===== config.mk =====
export PLATFORM = sky130hd
export DESIGN_NAME = goal_frame_polar_decoder_flat
export DESIGN_NICKNAME = d
export VERILOG_FILES = /design/src/hdl/gfpd_pkg.sv /design/src/hdl/gfpd_in_if.sv /design/src/hdl/gfpd_out_if.sv /design/src/hdl/gfpd_cfg_if.sv /design/src/hdl/goal_frame_polar_decoder.sv /design/src/flat_wrapper.sv
export SDC_FILE = /design/constraint.sdc
export NUM_CORES = 1
export LEC_CHECK = 0
export BUFFER_PORTS_ARGS = -buffer_cell sky130_fd_sc_hd__buf_2
export CAP_MARGIN = 40
export CELL_PAD_IN_SITES_DETAIL_PLACEMENT = 1
export CELL_PAD_IN_SITES_GLOBAL_PLACEMENT = 2
export CORE_UTILIZATION = 45
export DETAILED_ROUTE_END_ITERATION = 16
export PLACE_DENSITY_LB_ADDON = 0.1
export SLEW_MARGIN = 25
export SYNTH_ARGS = -nofsm -noshare
export SYNTH_HDL_FRONTEND = slang
export SYNTH_SLANG_ARGS = --single-unit

===== constraint.sdc =====
create_clock -name clk -period 26.6 [get_ports clk]
set_input_delay 6.65 -clock clk [delete_from_list [all_inputs] [get_ports clk]]
set_output_delay 6.65 -clock clk [all_outputs]
set_load 0.05 [all_outputs]

===== src/hdl/gfpd_pkg.sv =====
// Package for the goal frame polar decoder: field widths, the frame size,
// the CORDIC angle table and the fixed-point constants of the bearing unit.
// No dependencies; used by the channel interfaces and the top level.
package gfpd_pkg;

  localparam int unsigned FRAME_BYTES = 7;
  localparam int unsigned BYTE_W      = 8;
  localparam int unsigned ANGLE_W     = 12;
  localparam int unsigned DIST_W      = 12;
  localparam int unsigned RWALL_W     = 9;
  localparam int unsigned LWALL_W     = 8;

  localparam logic [BYTE_W-1:0] HEADER_BYTE  = 8'd2;
  localparam logic [BYTE_W-1:0] MISSING_BYTE = 8'd255;

  localparam int unsigned CORDIC_STEPS = 16;
  localparam int unsigned SQRT_STEPS   = 12;
  localparam int unsigned VEC_SHIFT    = 20;

  // Angle accumulator offsets: (base + full turn) * 2^16 + half an LSB.
  localparam logic signed [31:0] ZOFS_FRONT = 32'sd235962368;  // 3600*65536 + 32768
  localparam logic signed [31:0] ZOFS_BACK  = 32'sd353927168;  // 5400*65536 + 32768
  localparam logic [12:0]        FULL_TURN  = 13'd3600;
  localparam logic [ANGLE_W-1:0] CENTER_ANGLE = 12'd900;

  typedef logic [BYTE_W-1:0] byte_t;

  // atan(2^-i) in tenths of a degree, times 2^16.
  function automatic logic [24:0] atan_step(input logic [3:0] i);
    logic [24:0] a;
    case (i)
      4'd0:    a = 25'd29491200;
      4'd1:    a = 25'd17409672;
      4'd2:    a = 25'd9198793;
      4'd3:    a = 25'd4669451;
      4'd4:    a = 25'd2343786;
      4'd5:    a = 25'd1173036;
      4'd6:    a = 25'd586661;
      4'd7:    a = 25'd293348;
      4'd8:    a = 25'd146676;
      4'd9:    a = 25'd73339;
      4'd10:   a = 25'd36669;
      4'd11:   a = 25'd18335;
      4'd12:   a = 25'd9167;
      4'd13:   a = 25'd4584;
      4'd14:   a = 25'd2292;
      4'd15:   a = 25'd1146;
      default: a = 25'd0;
    endcase
    return a;
  endfunction

endpackage


===== src/hdl/gfpd_in_if.sv =====
// Input channel of the goal frame polar decoder: one raw 7-byte block per word.
// Depends on gfpd_pkg for the byte width.
interface gfpd_in_if;
  logic valid;
  logic ready;
  logic [gfpd_pkg::BYTE_W-1:0] raw_byte_0;
  logic [gfpd_pkg::BYTE_W-1:0] raw_byte_1;
  logic [gfpd_pkg::BYTE_W-1:0] raw_byte_2;
  logic [gfpd_pkg::BYTE_W-1:0] raw_byte_3;
  logic [gfpd_pkg::BYTE_W-1:0] raw_byte_4;
  logic [gfpd_pkg::BYTE_W-1:0] raw_byte_5;
  logic [gfpd_pkg::BYTE_W-1:0] raw_byte_6;

  modport source (output valid, raw_byte_0, raw_byte_1, raw_byte_2, raw_byte_3,
                  raw_byte_4, raw_byte_5, raw_byte_6, input ready);
  modport sink   (input valid, raw_byte_0, raw_byte_1, raw_byte_2, raw_byte_3,
                  raw_byte_4, raw_byte_5, raw_byte_6, output ready);
endinterface


===== src/hdl/gfpd_out_if.sv =====
// Result channel of the goal frame polar decoder: goal bearings, distances and
// wall offsets, one word per decoded block. Depends on gfpd_pkg for widths.
interface gfpd_out_if;
  logic valid;
  logic ready;
  logic                                      header_found;
  logic                                      own_goal_found;
  logic [gfpd_pkg::ANGLE_W-1:0]              own_goal_angle;
  logic [gfpd_pkg::DIST_W-1:0]               own_goal_distance;
  logic                                      opp_goal_found;
  logic [gfpd_pkg::ANGLE_W-1:0]              opp_goal_angle;
  logic [gfpd_pkg::DIST_W-1:0]               opp_goal_distance;
  logic                                      right_wall_found;
  logic signed [gfpd_pkg::RWALL_W-1:0]       right_wall_offset;
  logic                                      left_wall_found;
  logic signed [gfpd_pkg::LWALL_W-1:0]       left_wall_offset;

  modport source (output valid, header_found, own_goal_found, own_goal_angle,
                  own_goal_distance, opp_goal_found, opp_goal_angle, opp_goal_distance,
                  right_wall_found, right_wall_offset, left_wall_found, left_wall_offset,
                  input ready);
  modport sink   (input valid, header_found, own_goal_found, own_goal_angle,
                  own_goal_distance, opp_goal_found, opp_goal_angle, opp_goal_distance,
                  right_wall_found, right_wall_offset, left_wall_found, left_wall_offset,
                  output ready);
endinterface


===== src/hdl/gfpd_cfg_if.sv =====
// Configuration write channel of the goal frame polar decoder: one bit that
// tells which goal in the frame is ours. No dependencies.
interface gfpd_cfg_if;
  logic valid;
  logic ready;
  logic yellow_is_mine;

  modport source (output valid, yellow_is_mine, input ready);
  modport sink   (input valid, yellow_is_mine, output ready);
endinterface


===== src/hdl/goal_frame_polar_decoder.sv =====
// Goal frame polar decoder top level: header alignment, shared CORDIC and
// square-root sequencer, output register. Depends on gfpd_pkg and the
// gfpd_in_if, gfpd_out_if and gfpd_cfg_if channel interfaces.
//
//   channel   dir  word                                   handshake
//   in_ch     in   raw_byte_0..raw_byte_6 (7 x 8 bits)    valid/ready
//   out_ch    out  goal found/angle/distance, walls       valid/ready
//   cfg       in   yellow_is_mine (1 bit)                 valid/ready, ready always high
//
// The edge that accepts a block also latches and aligns it. The two goals then
// are worked in turn, each through operand setup, squaring of dx and dy on a
// shared 9x9 multiplier, 16 CORDIC rotations with a square-root digit running
// beside the first 12, and a step that finishes the bearing; the output
// register is then loaded. A new block is taken only after that load.
// in_ch is not ready while a block is being worked; a full output register
// stalls only the load cycle.
// Reset (rst, synchronous) clears the stored frame to zeros, the polarity bit and the output valid flag.
module goal_frame_polar_decoder (
  input  logic       clk,
  input  logic       rst,
  gfpd_in_if.sink    in_ch,
  gfpd_out_if.source out_ch,
  gfpd_cfg_if.sink   cfg
);
  import gfpd_pkg::*;

  typedef enum logic [2:0] {
    S_IDLE,
    S_SETUP,
    S_SQ_X,
    S_SQ_Y,
    S_ITER,
    S_FINISH,
    S_PUBLISH
  } state_t;

  state_t state;

  // Aligned frame, kept across blocks that carry no header.
  byte_t frame [FRAME_BYTES];
  logic  yellow_is_mine;
  logic  hdr_seen;

  // Goal sequencing: goal_sel 0 is our goal, 1 the opponent's.
  logic       goal_sel;
  logic [3:0] cnt;

  // Per-goal working registers.
  logic              g_found;
  logic              g_center;
  logic              g_back;
  logic signed [8:0] dx;
  logic signed [8:0] dy;
  logic [15:0]       sumsq;
  logic signed [31:0] u;
  logic signed [31:0] v;
  logic signed [31:0] z;
  logic [23:0]       nsh;
  logic [13:0]       rem;
  logic [11:0]       root;

  // Staged results for the own goal while the opponent goal is worked.
  logic                own_found;
  logic [ANGLE_W-1:0]  own_angle;
  logic [DIST_W-1:0]   own_dist;
  logic                opp_found;
  logic [ANGLE_W-1:0]  opp_angle;
  logic [DIST_W-1:0]   opp_dist;

  // Output register.
  logic                     o_valid;
  logic                     o_header_found;
  logic                     o_own_found;
  logic [ANGLE_W-1:0]       o_own_angle;
  logic [DIST_W-1:0]        o_own_dist;
  logic                     o_opp_found;
  logic [ANGLE_W-1:0]       o_opp_angle;
  logic [DIST_W-1:0]        o_opp_dist;
  logic                     o_rwall_found;
  logic signed [RWALL_W-1:0] o_rwall;
  logic                     o_lwall_found;
  logic signed [LWALL_W-1:0] o_lwall;

  // ---------------------------------------------------------------------
  // Header search and rotation of the incoming block. The last header byte
  // wins, so the scan runs upward and keeps overwriting the index.
  // ---------------------------------------------------------------------
  byte_t      raw [FRAME_BYTES];
  byte_t      rotated [FRAME_BYTES];
  logic [2:0] hdr_idx;
  logic       hdr_hit;

  assign raw[0] = in_ch.raw_byte_0;
  assign raw[1] = in_ch.raw_byte_1;
  assign raw[2] = in_ch.raw_byte_2;
  assign raw[3] = in_ch.raw_byte_3;
  assign raw[4] = in_ch.raw_byte_4;
  assign raw[5] = in_ch.raw_byte_5;
  assign raw[6] = in_ch.raw_byte_6;

  always_comb begin
    logic [3:0] src;
    hdr_idx = '0;
    hdr_hit = 1'b0;
    for (int i = 0; i < FRAME_BYTES; i++) begin
      if (raw[i] == HEADER_BYTE) begin
        hdr_idx = 3'(i);
        hdr_hit = 1'b1;
      end
    end
    for (int i = 0; i < FRAME_BYTES; i++) begin
      src = 4'({1'b0, hdr_idx}) + 4'(i);
      if (src >= 4'(FRAME_BYTES)) begin
        src = src - 4'(FRAME_BYTES);
      end
      rotated[i] = raw[src[2:0]];
    end
  end

  // ---------------------------------------------------------------------
  // Operand selection for the goal being worked. With the register set,
  // frame bytes 1 and 2 are our goal; otherwise bytes 3 and 4 are.
  // ---------------------------------------------------------------------
  byte_t xb;
  byte_t yb;

  always_comb begin
    if (goal_sel ^ yellow_is_mine) begin
      xb = frame[1];
      yb = frame[2];
    end else begin
      xb = frame[3];
      yb = frame[4];
    end
  end

  // Shared squaring multiplier: dx in S_SQ_X, then dy in S_SQ_Y.
  logic signed [8:0]  mul_op;
  logic signed [17:0] mul_prod;

  assign mul_op   = (state == S_SQ_X) ? dx : dy;
  assign mul_prod = mul_op * mul_op;

  // One CORDIC rotation per cycle; the shift amount is the step count.
  logic signed [31:0] su;
  logic signed [31:0] sv;
  logic signed [31:0] atan_ext;

  assign su       = u >>> cnt;
  assign sv       = v >>> cnt;
  assign atan_ext = 32'($signed({1'b0, atan_step(cnt)}));

  // One restoring square-root digit per cycle; the next two radicand bits
  // come off the top of a shifting copy of the radicand.
  logic [15:0] sq_rem_in;
  logic [15:0] sq_trial;
  logic        sq_fit;

  assign sq_rem_in = {rem, nsh[23:22]};
  assign sq_trial  = {2'b00, root, 2'b01};
  assign sq_fit    = sq_rem_in >= sq_trial;

  // Final bearing: add base and full turn, round, wrap once into 0..3599.
  logic signed [31:0] z_fin;
  logic [12:0]        ang_raw;
  logic [12:0]        ang_wrap;
  logic [ANGLE_W-1:0] angle_res;
  logic [DIST_W-1:0]  dist_res;

  always_comb begin
    z_fin    = z + (g_back ? ZOFS_BACK : ZOFS_FRONT);
    ang_raw  = z_fin[28:16];
    ang_wrap = (ang_raw >= FULL_TURN) ? ang_raw - FULL_TURN : ang_raw;
    if (!g_found) begin
      angle_res = '0;
    end else if (g_center) begin
      angle_res = CENTER_ANGLE;
    end else begin
      angle_res = ang_wrap[ANGLE_W-1:0];
    end
    // Round to nearest: the root goes up when the remainder exceeds it.
    if (!g_found) begin
      dist_res = '0;
    end else if ({2'b00, rem} > {4'd0, root}) begin
      dist_res = root + 12'd1;
    end else begin
      dist_res = root;
    end
  end

  // Wall fields come straight from the aligned frame.
  logic                      rwall_found;
  logic                      lwall_found;
  logic signed [RWALL_W-1:0] rwall_val;
  logic signed [LWALL_W-1:0] lwall_val;

  always_comb begin
    rwall_found = frame[5] != MISSING_BYTE;
    lwall_found = frame[6] != MISSING_BYTE;
    rwall_val   = rwall_found ? $signed(9'd128 - {1'b0, frame[5]}) : '0;
    lwall_val   = lwall_found ? $signed({~frame[6][7], frame[6][6:0]}) : '0;
  end

  logic signed [31:0] dx_ext;
  logic signed [31:0] dy_ext;

  assign dx_ext = 32'(dx);
  assign dy_ext = 32'(dy);

  // The output register takes a new word when it is empty or being drained.
  logic load_out;

  assign load_out = (state == S_PUBLISH) && (!o_valid || out_ch.ready);

  // ---------------------------------------------------------------------
  // Sequencer with its datapath and the output register.
  // ---------------------------------------------------------------------
  always_ff @(posedge clk) begin
    if (rst) begin
      state          <= S_IDLE;
      yellow_is_mine <= 1'b0;
      o_valid        <= 1'b0;
      goal_sel       <= 1'b0;
      cnt            <= '0;
      hdr_seen       <= 1'b0;
      for (int i = 0; i < FRAME_BYTES; i++) begin
        frame[i] <= '0;
      end
    end else begin
      if (cfg.valid) begin
        yellow_is_mine <= cfg.yellow_is_mine;
      end
      if (load_out) begin
        o_valid <= 1'b1;
      end else if (out_ch.ready) begin
        o_valid <= 1'b0;
      end

      case (state)
        S_IDLE: begin
          if (in_ch.valid) begin
            hdr_seen <= hdr_hit;
            if (hdr_hit) begin
              for (int i = 0; i < FRAME_BYTES; i++) begin
                frame[i] <= rotated[i];
              end
            end
            goal_sel <= 1'b0;
            state    <= S_SETUP;
          end
        end

        S_SETUP: begin
          // X is mirrored: 255 - xb - 128 is the bit inverse less 128.
          dx       <= $signed({1'b0, ~xb} - 9'd128);
          dy       <= $signed(9'd128 - {1'b0, yb});
          g_found  <= (xb != MISSING_BYTE) && (yb != MISSING_BYTE);
          g_center <= (xb == 8'd127) && (yb == 8'd128);
          state    <= S_SQ_X;
        end

        S_SQ_X: begin
          sumsq <= mul_prod[15:0];
          state <= S_SQ_Y;
        end

        S_SQ_Y: begin
          nsh  <= {sumsq + mul_prod[15:0], 8'd0};
          rem  <= '0;
          root <= '0;
          // Fold the vector into the right half plane before rotating.
          if (dy < 0) begin
            u      <= (-dy_ext) <<< VEC_SHIFT;
            v      <= (-dx_ext) <<< VEC_SHIFT;
            g_back <= 1'b1;
          end else begin
            u      <= dy_ext <<< VEC_SHIFT;
            v      <= dx_ext <<< VEC_SHIFT;
            g_back <= 1'b0;
          end
          z     <= '0;
          cnt   <= '0;
          state <= S_ITER;
        end

        S_ITER: begin
          if (v > 0) begin
            u <= u + sv;
            v <= v - su;
            z <= z + atan_ext;
          end else begin
            u <= u - sv;
            v <= v + su;
            z <= z - atan_ext;
          end
          if (cnt < 4'(SQRT_STEPS)) begin
            nsh <= {nsh[21:0], 2'b00};
            if (sq_fit) begin
              rem  <= 14'(sq_rem_in - sq_trial);
              root <= {root[10:0], 1'b1};
            end else begin
              rem  <= sq_rem_in[13:0];
              root <= {root[10:0], 1'b0};
            end
          end
          cnt <= cnt + 4'd1;
          if (cnt == 4'(CORDIC_STEPS - 1)) begin
            state <= S_FINISH;
          end
        end

        S_FINISH: begin
          if (!goal_sel) begin
            own_found <= g_found;
            own_angle <= angle_res;
            own_dist  <= dist_res;
            goal_sel  <= 1'b1;
            state     <= S_SETUP;
          end else begin
            opp_found <= g_found;
            opp_angle <= angle_res;
            opp_dist  <= dist_res;
            state     <= S_PUBLISH;
          end
        end

        S_PUBLISH: begin
          if (load_out) begin
            o_header_found <= hdr_seen;
            o_own_found    <= own_found;
            o_own_angle    <= own_angle;
            o_own_dist     <= own_dist;
            o_opp_found    <= opp_found;
            o_opp_angle    <= opp_angle;
            o_opp_dist     <= opp_dist;
            o_rwall_found  <= rwall_found;
            o_rwall        <= rwall_val;
            o_lwall_found  <= lwall_found;
            o_lwall        <= lwall_val;
            state          <= S_IDLE;
          end
        end

        default: begin
          state <= S_IDLE;
        end
      endcase
    end
  end

  assign in_ch.ready = (state == S_IDLE);
  assign cfg.ready   = 1'b1;

  assign out_ch.valid             = o_valid;
  assign out_ch.header_found      = o_header_found;
  assign out_ch.own_goal_found    = o_own_found;
  assign out_ch.own_goal_angle    = o_own_angle;
  assign out_ch.own_goal_distance = o_own_dist;
  assign out_ch.opp_goal_found    = o_opp_found;
  assign out_ch.opp_goal_angle    = o_opp_angle;
  assign out_ch.opp_goal_distance = o_opp_dist;
  assign out_ch.right_wall_found  = o_rwall_found;
  assign out_ch.right_wall_offset = o_rwall;
  assign out_ch.left_wall_found   = o_lwall_found;
  assign out_ch.left_wall_offset  = o_lwall;

  // An accepted block always occupies the sequencer for the next cycle.
  assert property (@(posedge clk) disable iff (rst)
    in_ch.valid && in_ch.ready |=> !in_ch.ready)
    else $error("input accepted while the sequencer stayed idle");

  // Bearings delivered on the output are always inside one full turn.
  assert property (@(posedge clk) disable iff (rst)
    out_ch.valid |-> (out_ch.own_goal_angle < 12'd3600) &&
                     (out_ch.opp_goal_angle < 12'd3600))
    else $error("goal bearing outside 0..3599");

  // An own goal that is not seen carries zero angle and distance.
  assert property (@(posedge clk) disable iff (rst)
    out_ch.valid && !out_ch.own_goal_found |->
      (out_ch.own_goal_angle == '0) && (out_ch.own_goal_distance == '0))
    else $error("missing own goal with nonzero polar fields");

  // The CORDIC loop always ends in S_FINISH after its last rotation.
  assert property (@(posedge clk) disable iff (rst)
    state == S_ITER && cnt == 4'(CORDIC_STEPS - 1) |=> state == S_FINISH)
    else $error("CORDIC loop did not end after the last rotation");

endmodule


===== src/flat_wrapper.sv =====
// flat-port wrapper written by rule: the top's interface ports become plain ports
module goal_frame_polar_decoder_flat import gfpd_pkg::*;
  (clk, rst, in_ch_valid, in_ch_raw_byte_0, in_ch_raw_byte_1, in_ch_raw_byte_2, in_ch_raw_byte_3, in_ch_raw_byte_4, in_ch_raw_byte_5, in_ch_raw_byte_6, in_ch_ready, out_ch_valid, out_ch_header_found, out_ch_own_goal_found, out_ch_own_goal_angle, out_ch_own_goal_distance, out_ch_opp_goal_found, out_ch_opp_goal_angle, out_ch_opp_goal_distance, out_ch_right_wall_found, out_ch_right_wall_offset, out_ch_left_wall_found, out_ch_left_wall_offset, out_ch_ready, cfg_valid, cfg_yellow_is_mine, cfg_ready);
  gfpd_in_if in_ch_i ();
  gfpd_out_if out_ch_i ();
  gfpd_cfg_if cfg_i ();
  input  logic clk;
  input  logic rst;
  input wire logic [$bits(in_ch_i.valid)-1:0] in_ch_valid;
  input wire logic [$bits(in_ch_i.raw_byte_0)-1:0] in_ch_raw_byte_0;
  input wire logic [$bits(in_ch_i.raw_byte_1)-1:0] in_ch_raw_byte_1;
  input wire logic [$bits(in_ch_i.raw_byte_2)-1:0] in_ch_raw_byte_2;
  input wire logic [$bits(in_ch_i.raw_byte_3)-1:0] in_ch_raw_byte_3;
  input wire logic [$bits(in_ch_i.raw_byte_4)-1:0] in_ch_raw_byte_4;
  input wire logic [$bits(in_ch_i.raw_byte_5)-1:0] in_ch_raw_byte_5;
  input wire logic [$bits(in_ch_i.raw_byte_6)-1:0] in_ch_raw_byte_6;
  output wire logic [$bits(in_ch_i.ready)-1:0] in_ch_ready;
  output wire logic [$bits(out_ch_i.valid)-1:0] out_ch_valid;
  output wire logic [$bits(out_ch_i.header_found)-1:0] out_ch_header_found;
  output wire logic [$bits(out_ch_i.own_goal_found)-1:0] out_ch_own_goal_found;
  output wire logic [$bits(out_ch_i.own_goal_angle)-1:0] out_ch_own_goal_angle;
  output wire logic [$bits(out_ch_i.own_goal_distance)-1:0] out_ch_own_goal_distance;
  output wire logic [$bits(out_ch_i.opp_goal_found)-1:0] out_ch_opp_goal_found;
  output wire logic [$bits(out_ch_i.opp_goal_angle)-1:0] out_ch_opp_goal_angle;
  output wire logic [$bits(out_ch_i.opp_goal_distance)-1:0] out_ch_opp_goal_distance;
  output wire logic [$bits(out_ch_i.right_wall_found)-1:0] out_ch_right_wall_found;
  output wire logic [$bits(out_ch_i.right_wall_offset)-1:0] out_ch_right_wall_offset;
  output wire logic [$bits(out_ch_i.left_wall_found)-1:0] out_ch_left_wall_found;
  output wire logic [$bits(out_ch_i.left_wall_offset)-1:0] out_ch_left_wall_offset;
  input wire logic [$bits(out_ch_i.ready)-1:0] out_ch_ready;
  input wire logic [$bits(cfg_i.valid)-1:0] cfg_valid;
  input wire logic [$bits(cfg_i.yellow_is_mine)-1:0] cfg_yellow_is_mine;
  output wire logic [$bits(cfg_i.ready)-1:0] cfg_ready;
  assign in_ch_i.valid = in_ch_valid;
  assign in_ch_i.raw_byte_0 = in_ch_raw_byte_0;
  assign in_ch_i.raw_byte_1 = in_ch_raw_byte_1;
  assign in_ch_i.raw_byte_2 = in_ch_raw_byte_2;
  assign in_ch_i.raw_byte_3 = in_ch_raw_byte_3;
  assign in_ch_i.raw_byte_4 = in_ch_raw_byte_4;
  assign in_ch_i.raw_byte_5 = in_ch_raw_byte_5;
  assign in_ch_i.raw_byte_6 = in_ch_raw_byte_6;
  assign in_ch_ready = in_ch_i.ready;
  assign out_ch_valid = out_ch_i.valid;
  assign out_ch_header_found = out_ch_i.header_found;
  assign out_ch_own_goal_found = out_ch_i.own_goal_found;
  assign out_ch_own_goal_angle = out_ch_i.own_goal_angle;
  assign out_ch_own_goal_distance = out_ch_i.own_goal_distance;
  assign out_ch_opp_goal_found = out_ch_i.opp_goal_found;
  assign out_ch_opp_goal_angle = out_ch_i.opp_goal_angle;
  assign out_ch_opp_goal_distance = out_ch_i.opp_goal_distance;
  assign out_ch_right_wall_found = out_ch_i.right_wall_found;
  assign out_ch_right_wall_offset = out_ch_i.right_wall_offset;
  assign out_ch_left_wall_found = out_ch_i.left_wall_found;
  assign out_ch_left_wall_offset = out_ch_i.left_wall_offset;
  assign out_ch_i.ready = out_ch_ready;
  assign cfg_i.valid = cfg_valid;
  assign cfg_i.yellow_is_mine = cfg_yellow_is_mine;
  assign cfg_ready = cfg_i.ready;
  goal_frame_polar_decoder u_core (.clk(clk), .rst(rst), .in_ch(in_ch_i), .out_ch(out_ch_i), .cfg(cfg_i));
endmodule

# Yosys cells after proc, flatten, opt, wreduce, memory -nomap -nowiden

Memories as Yosys holds them, arrays and structs flattened. A register that Yosys moved wholly into a read port is not among the register bits.
Index checks and enable logic that the tools add are counted.

Memory bits (writable): 56
Logic and storage cells: 246
Memories: 2
Latch bits: 0
Flip-flop bits (word level): 314
Input bits: 62
Output and inout bits: 73
Memory bits (read-only): 400

Multipliers: 1
Bitwise operators: 19
Multiplexer cells: 93
Shifts and indexed selects: 2
Reduce and logical (&&, ||, !) cells: 20
Divide/modulo/power cells: 0
$add $sub $neg: 30
$lt $le $gt $ge: 20
Equal/unequal tests: 24

Memory list:

| memory           | depth | bits a word | read ports | clocked after Yosys merged registers in | write ports | line                           | text |
|---|---|---|---|---|---|---|---|
| (name not given) | 16    | 25          | 1          | 1                                       | 0           | gfpd_pkg.sv:31                 | `case (i)` |
| u_core.frame     | 7     | 8           | 6          | 0                                       | 7           | goal_frame_polar_decoder.sv:40 | `byte_t frame [FRAME_BYTES];` |

Operators with widths:

| operator              | number |
|---|---|
| $pmux W32 S2          | 3 |
| $mux W8               | 23 |
| $bmux W8 S3           | 7 |
| $mux W32              | 5 |
| $mux W12              | 6 |
| $add A32 B32 Y32      | 2 |
| $sshr A32 B4 Y32      | 2 |
| $sub A32 B32 Y32      | 2 |
| $eq A8 B2 Y1 const B  | 7 |
| $mux W3               | 16 |
| $pmux W24 S2          | 1 |
| $add A32 B26 Y32      | 1 |
| $gt A32 B1 Y1 const B | 1 |
| $ne A8 B8 Y1 const B  | 4 |
| $sub A32 B26 Y32      | 1 |
| $add A29 B29 Y29      | 1 |
| $mux W29              | 1 |
| $ge A4 B4 Y1 const B  | 7 |
| $mux W14              | 2 |
| $not A3 Y4            | 7 |
| $pmux W14 S2          | 1 |
| $ge A4 B3 Y1 const B  | 6 |
| $mux W24              | 1 |
| $neg A9 Y12           | 2 |
| other kinds (44)      | 100 |

# Longest topological paths before layout

Word-level depth: 15
Mapped depth: 30

# Worst setup path before layout

No wires, ideal clock.

Path kind: input to register
From: input port rst
To: register u_core.nsh[10], enable pin
Data required time: 26.194 ns
Cell stages on the path: 3
Arrival time: 12.884 ns
Slack: 13.310 ns
Cells stage by stage: clkbuf_1 -> a21oi_1 -> o31a_1

Word-level cells in the longest chain between the ends: 2

Ends and longest elaborated chain:

| item                               | line                            | text |
|---|---|---|
| start: declaration                 | flat_wrapper.sv:8               | `input logic rst;` |
| $not A1 Y1 (no source line)        | -                               |  |
| $reduce_and A3 Y1 (no source line) | -                               |  |
| end signal: assignment             | goal_frame_polar_decoder.sv:268 | `nsh <= {sumsq + mul_prod[15:0], 8'd0};` |
| end signal: assignment             | goal_frame_polar_decoder.sv:297 | `nsh <= {nsh[21:0], 2'b00};` |
| end: declaration                   | goal_frame_polar_decoder.sv:58  | `logic [23:0] nsh;` |

Every way passes these cells.
A chain may end at the register's enable or synchronous reset.

==> impl_metrics.env <==
export IMPL_coreArea_sq_um=68900
export IMPL_cts_sinks=374
export IMPL_p_int_mw=1.99
export IMPL_fin_nets=3597
export IMPL_critPathMaxFanout=17
export IMPL_grt_use_met1=0.367
export IMPL_setup_ws_ns=15.79
export IMPL_vias_per_cell=6.10
export IMPL_slew_viol_final=0
export IMPL_fp_dieW_um=267
export IMPL_synth_avg_cell_area_sq_um=9.90
export IMPL_synth_cell_type_count=101
export IMPL_power_frac_clock=0.184
export IMPL_cts_repair_resized=0
export IMPL_fmax_mhz=92.5
export IMPL_ys_seq_elements=374
export IMPL_combPwrFrac=0.581
export IMPL_synth_top_area_cell="edfxtp_1"
export IMPL_critPathLaunchType="primary input"
export IMPL_synth_area_sq_um=31500
export IMPL_status="complete, no violations"
export IMPL_grt_busiest_layer="met2"
export IMPL_cts_buffer_depth=3
export IMPL_use_met3=0.0303
export IMPL_synthToLayoutAreaGrowth_pct=10.8
export IMPL_crit_path_max_incr_delay_ns=0.74
export IMPL_crit_slowest_cell="nor2_1"
export IMPL_maxCapViolations=0
export IMPL_synth_edf_count=338
export IMPL_grt_pass1_vias=27199
export IMPL_synth_cells=3183
export IMPL_grt_usage=0.278
export IMPL_hold_path_class="reg2reg"
export IMPL_pre_cts_ws_ns=15.26
export IMPL_p_per_area_nw_per_um2=99.8
export IMPL_hold_viol_final=0
export IMPL_relSlewSlack=0.419
export IMPL_io_buffers=133
export IMPL_post_route_period_util=0.406
export IMPL_initial_core_util=0.457
export IMPL_antenna_cells=0
export IMPL_rows=96
export IMPL_dp_hpwl_um=73800
export IMPL_grt_first_pass_wirelength_um=156000
export IMPL_clk_pin_slew_ns=0.06
export IMPL_pin_count=135
export IMPL_period_needed_ns=10.81
export IMPL_ant_nets=0
export IMPL_insertion_delay_ns=0.63
export IMPL_grt_remaining_overflow=0
export IMPL_drc=0
export IMPL_grtUsageMet2=0.477
export IMPL_setup_worst_path_class="in2reg"
export IMPL_wl_per_cell_um=23.2
export IMPL_routabilityCongestion=0.924
export IMPL_p_seq_frac=0.235
export IMPL_antenna_found_initial=0
export IMPL_synth_top_area_frac=0.322
export IMPL_cp_arrival_ns=11.23
export IMPL_yosysSeqAreaShare=0.345
export IMPL_power_switching_share=0.428
export IMPL_critPathCaptureType="flop"
export IMPL_setup_tns_ns=0
export IMPL_cts_tree="built"
export IMPL_numCtsBuffers=47
export IMPL_crit_chain="buf_2 -> or4_1 -> o21ai_0 -> a21oi_1 -> buf_2 -> inv_1 -> ha_1 -> inv_1 -> ha_1 -> nor2b_1 -> a211oi_2 -> nor2_1 -> xnor2_4 -> nor2_1 -> a22oi_1 -> a211oi_1"
export IMPL_num_vias=25936
export IMPL_async_reset_ff_frac=0
export IMPL_power_static_leakage_nw=13.7
export IMPL_wirelength_um=98600
export IMPL_cts_root_buf="clkbuf_16"
export IMPL_dieArea_sq_um=71100
export IMPL_yosysWarnings=0
export IMPL_required_ns=27.02
export IMPL_postLayoutCoreUtil=0.507
export IMPL_p_sw_mw=1.49
export IMPL_setup_viol=0
export IMPL_layout_drive_gt1_share=0.143
export IMPL_die_h_um=267
export IMPL_clock_skew_ns=0.0485
export IMPL_synth_nets=3493
export IMPL_first_iter_violations=1872
export IMPL_hold_buffers=0
export IMPL_htree_levels=2
export IMPL_worst_slew_pin_slew_ns=0.847
export IMPL_post_cts_buffers=0
export IMPL_rsz0062_at_grt="false"
export IMPL_grt_max_degree=71
export IMPL_vdd_drop_max_uv=387
export IMPL_dr_pass1_iters=5
export IMPL_synth_flop_cell="edfxtp_1"
export IMPL_synth_area_leaders="edfxtp_1, ha_1, mux4_2"
-- worst max-delay path, delay by kind of cell --
| kind | cells | cell delay (ns) |
|---|---|---|
| xor gates and xnor gates | 1 | 0.30 |
| buffers and inverters | 4 | 0.59 |
| and+or+nand+nor | 4 | 1.60 |
| adders and majority gates | 2 | 0.77 |
| AOI/OAI and AO/OA | 5 | 1.30 |
-- synthesized netlist by cell type, drive strengths merged (7+ instances only) --
| cell type | count |
|---|---|
| edfxtp | 338 |
| nor2 | 334 |
| nand2 | 262 |
| a21oi | 208 |
| ha | 192 |
| inv | 172 |
| xnor2 | 136 |
| mux2i | 134 |
| o21ai | 133 |
| xor2 | 102 |
| mux4 | 101 |
| clkbuf | 85 |
| a211oi | 65 |
| nor3 | 65 |
| fa | 56 |
| buf | 53 |
| mux2 | 53 |
| nand3 | 52 |
| a21o | 51 |
| a31oi | 46 |
| nand2b | 40 |
| nor2b | 40 |
| dfxtp | 36 |
| and2 | 34 |
| nor4 | 31 |
| o21a | 29 |
| and3 | 25 |
| o31ai | 25 |
| o22ai | 22 |
| or3 | 22 |
| nand4 | 21 |
| o21bai | 18 |
| o211ai | 17 |
| or2 | 16 |
| a211o | 15 |
| a21boi | 12 |
| a22oi | 12 |
| nor3b | 12 |
| a2111oi | 8 |
| o2bb2ai | 8 |
| a221oi | 7 |
| a311oi | 7 |
-- placed cells by master, fill, tap and decap left out, drive strengths merged, types with 58 or more instances in the layout --
cell type,n
edfxtp,338
nor2,334
nand2,262
a21oi,208
ha,192
buf,190
inv,171
xnor2,136
mux2i,134
o21ai,133
xor2,102
mux4,101
a211oi,65
nor3,65
clkbuf,58
-- final timing paths --
check                                                     to                      startpoint  slack, ns  cells after the start
hold reg to reg   u_core.out_ch.opp_goal_angle[10]$_DFFE_PP_  u_core.opp_angle[10]$_DFFE_PP_       0.42                      0
setup / recovery           u_core.frame[0][47]$_SDFFCE_PN0P_             in_ch_raw_byte_2[5]      15.79                     16
setup reg to reg                    u_core.nsh[23]$_DFFE_PP_    u_core.state[0]$_SDFFE_PP0P_      18.60                     27
hold / removal    u_core.out_ch.opp_goal_angle[10]$_DFFE_PP_  u_core.opp_angle[10]$_DFFE_PP_       0.42                      0
-- registers in the layout, indices dropped and copies added, names as in the netlist, 14 cells and up --
signal / count
u_core.frame: 48
u_core.nsh: 16
u_core.z: 29
u_core.atan_ext: 25
u_core.rem: 14
u_core.u: 32
u_core.v: 32
u_core.sumsq: 15
-- power groups by stage --
stage	Clock, mW	Sequential [mW]	Combinational [mW]
CTS	0.656	0.818	2.06
floorplan	0	0.812	1.49
detailed placement	0	0.830	2.04
finish	0.643	0.818	2.02
global placement	0	0.828	1.93
global route	0.673	0.822	2.28
-- cells by family after synthesis --
group	Yosys count	share of synthesized area
multiplexers	288	0.135
XOR/XNOR	239	0.0673
buffers and inverters	312	0.0407
flip-flops	374	0.345
adder cells (fa/ha/maj)	248	0.112
AO/OA/AOI/OAI	737	0.152
AND/OR/NAND/NOR	984	0.148
other	1	0.000119
-- cell type report --
| type | count | area [sq um] |
|---|---|---|
| fillers | 7719 | 34000 |
| multi-input cells | 2497 | 19500 |
| flip-flops and latches | 374 | 10900 |
| clock buffers | 56 | 1210 |
| repair buffers | 193 | 1200 |
| well taps | 931 | 1160 |
| inverters | 174 | 653 |
| clock inverters | 30 | 315 |
-- per-stage QoR --
step	cells	area (sq um)	hold WS, ns	power, mW
floorplan	3183	31500	0.400	2.30
global placement	4142	33100	0.402	2.76
detailed placement	4160	33300	0.406	2.87
CTS	4246	34800	0.419	3.53
global route	4255	34900	0.427	3.78
finish	4255	34900	0.420	3.49
-- layer usage --
metal / vias up / share of wire
met3: 174 / 0.045
li1: 11986 / -
met4: 0 / 0.028
met2: 671 / 0.49
met1: 13105 / 0.44
met5: - / 0
Note: power is estimated with default switching activity, not from simulation.
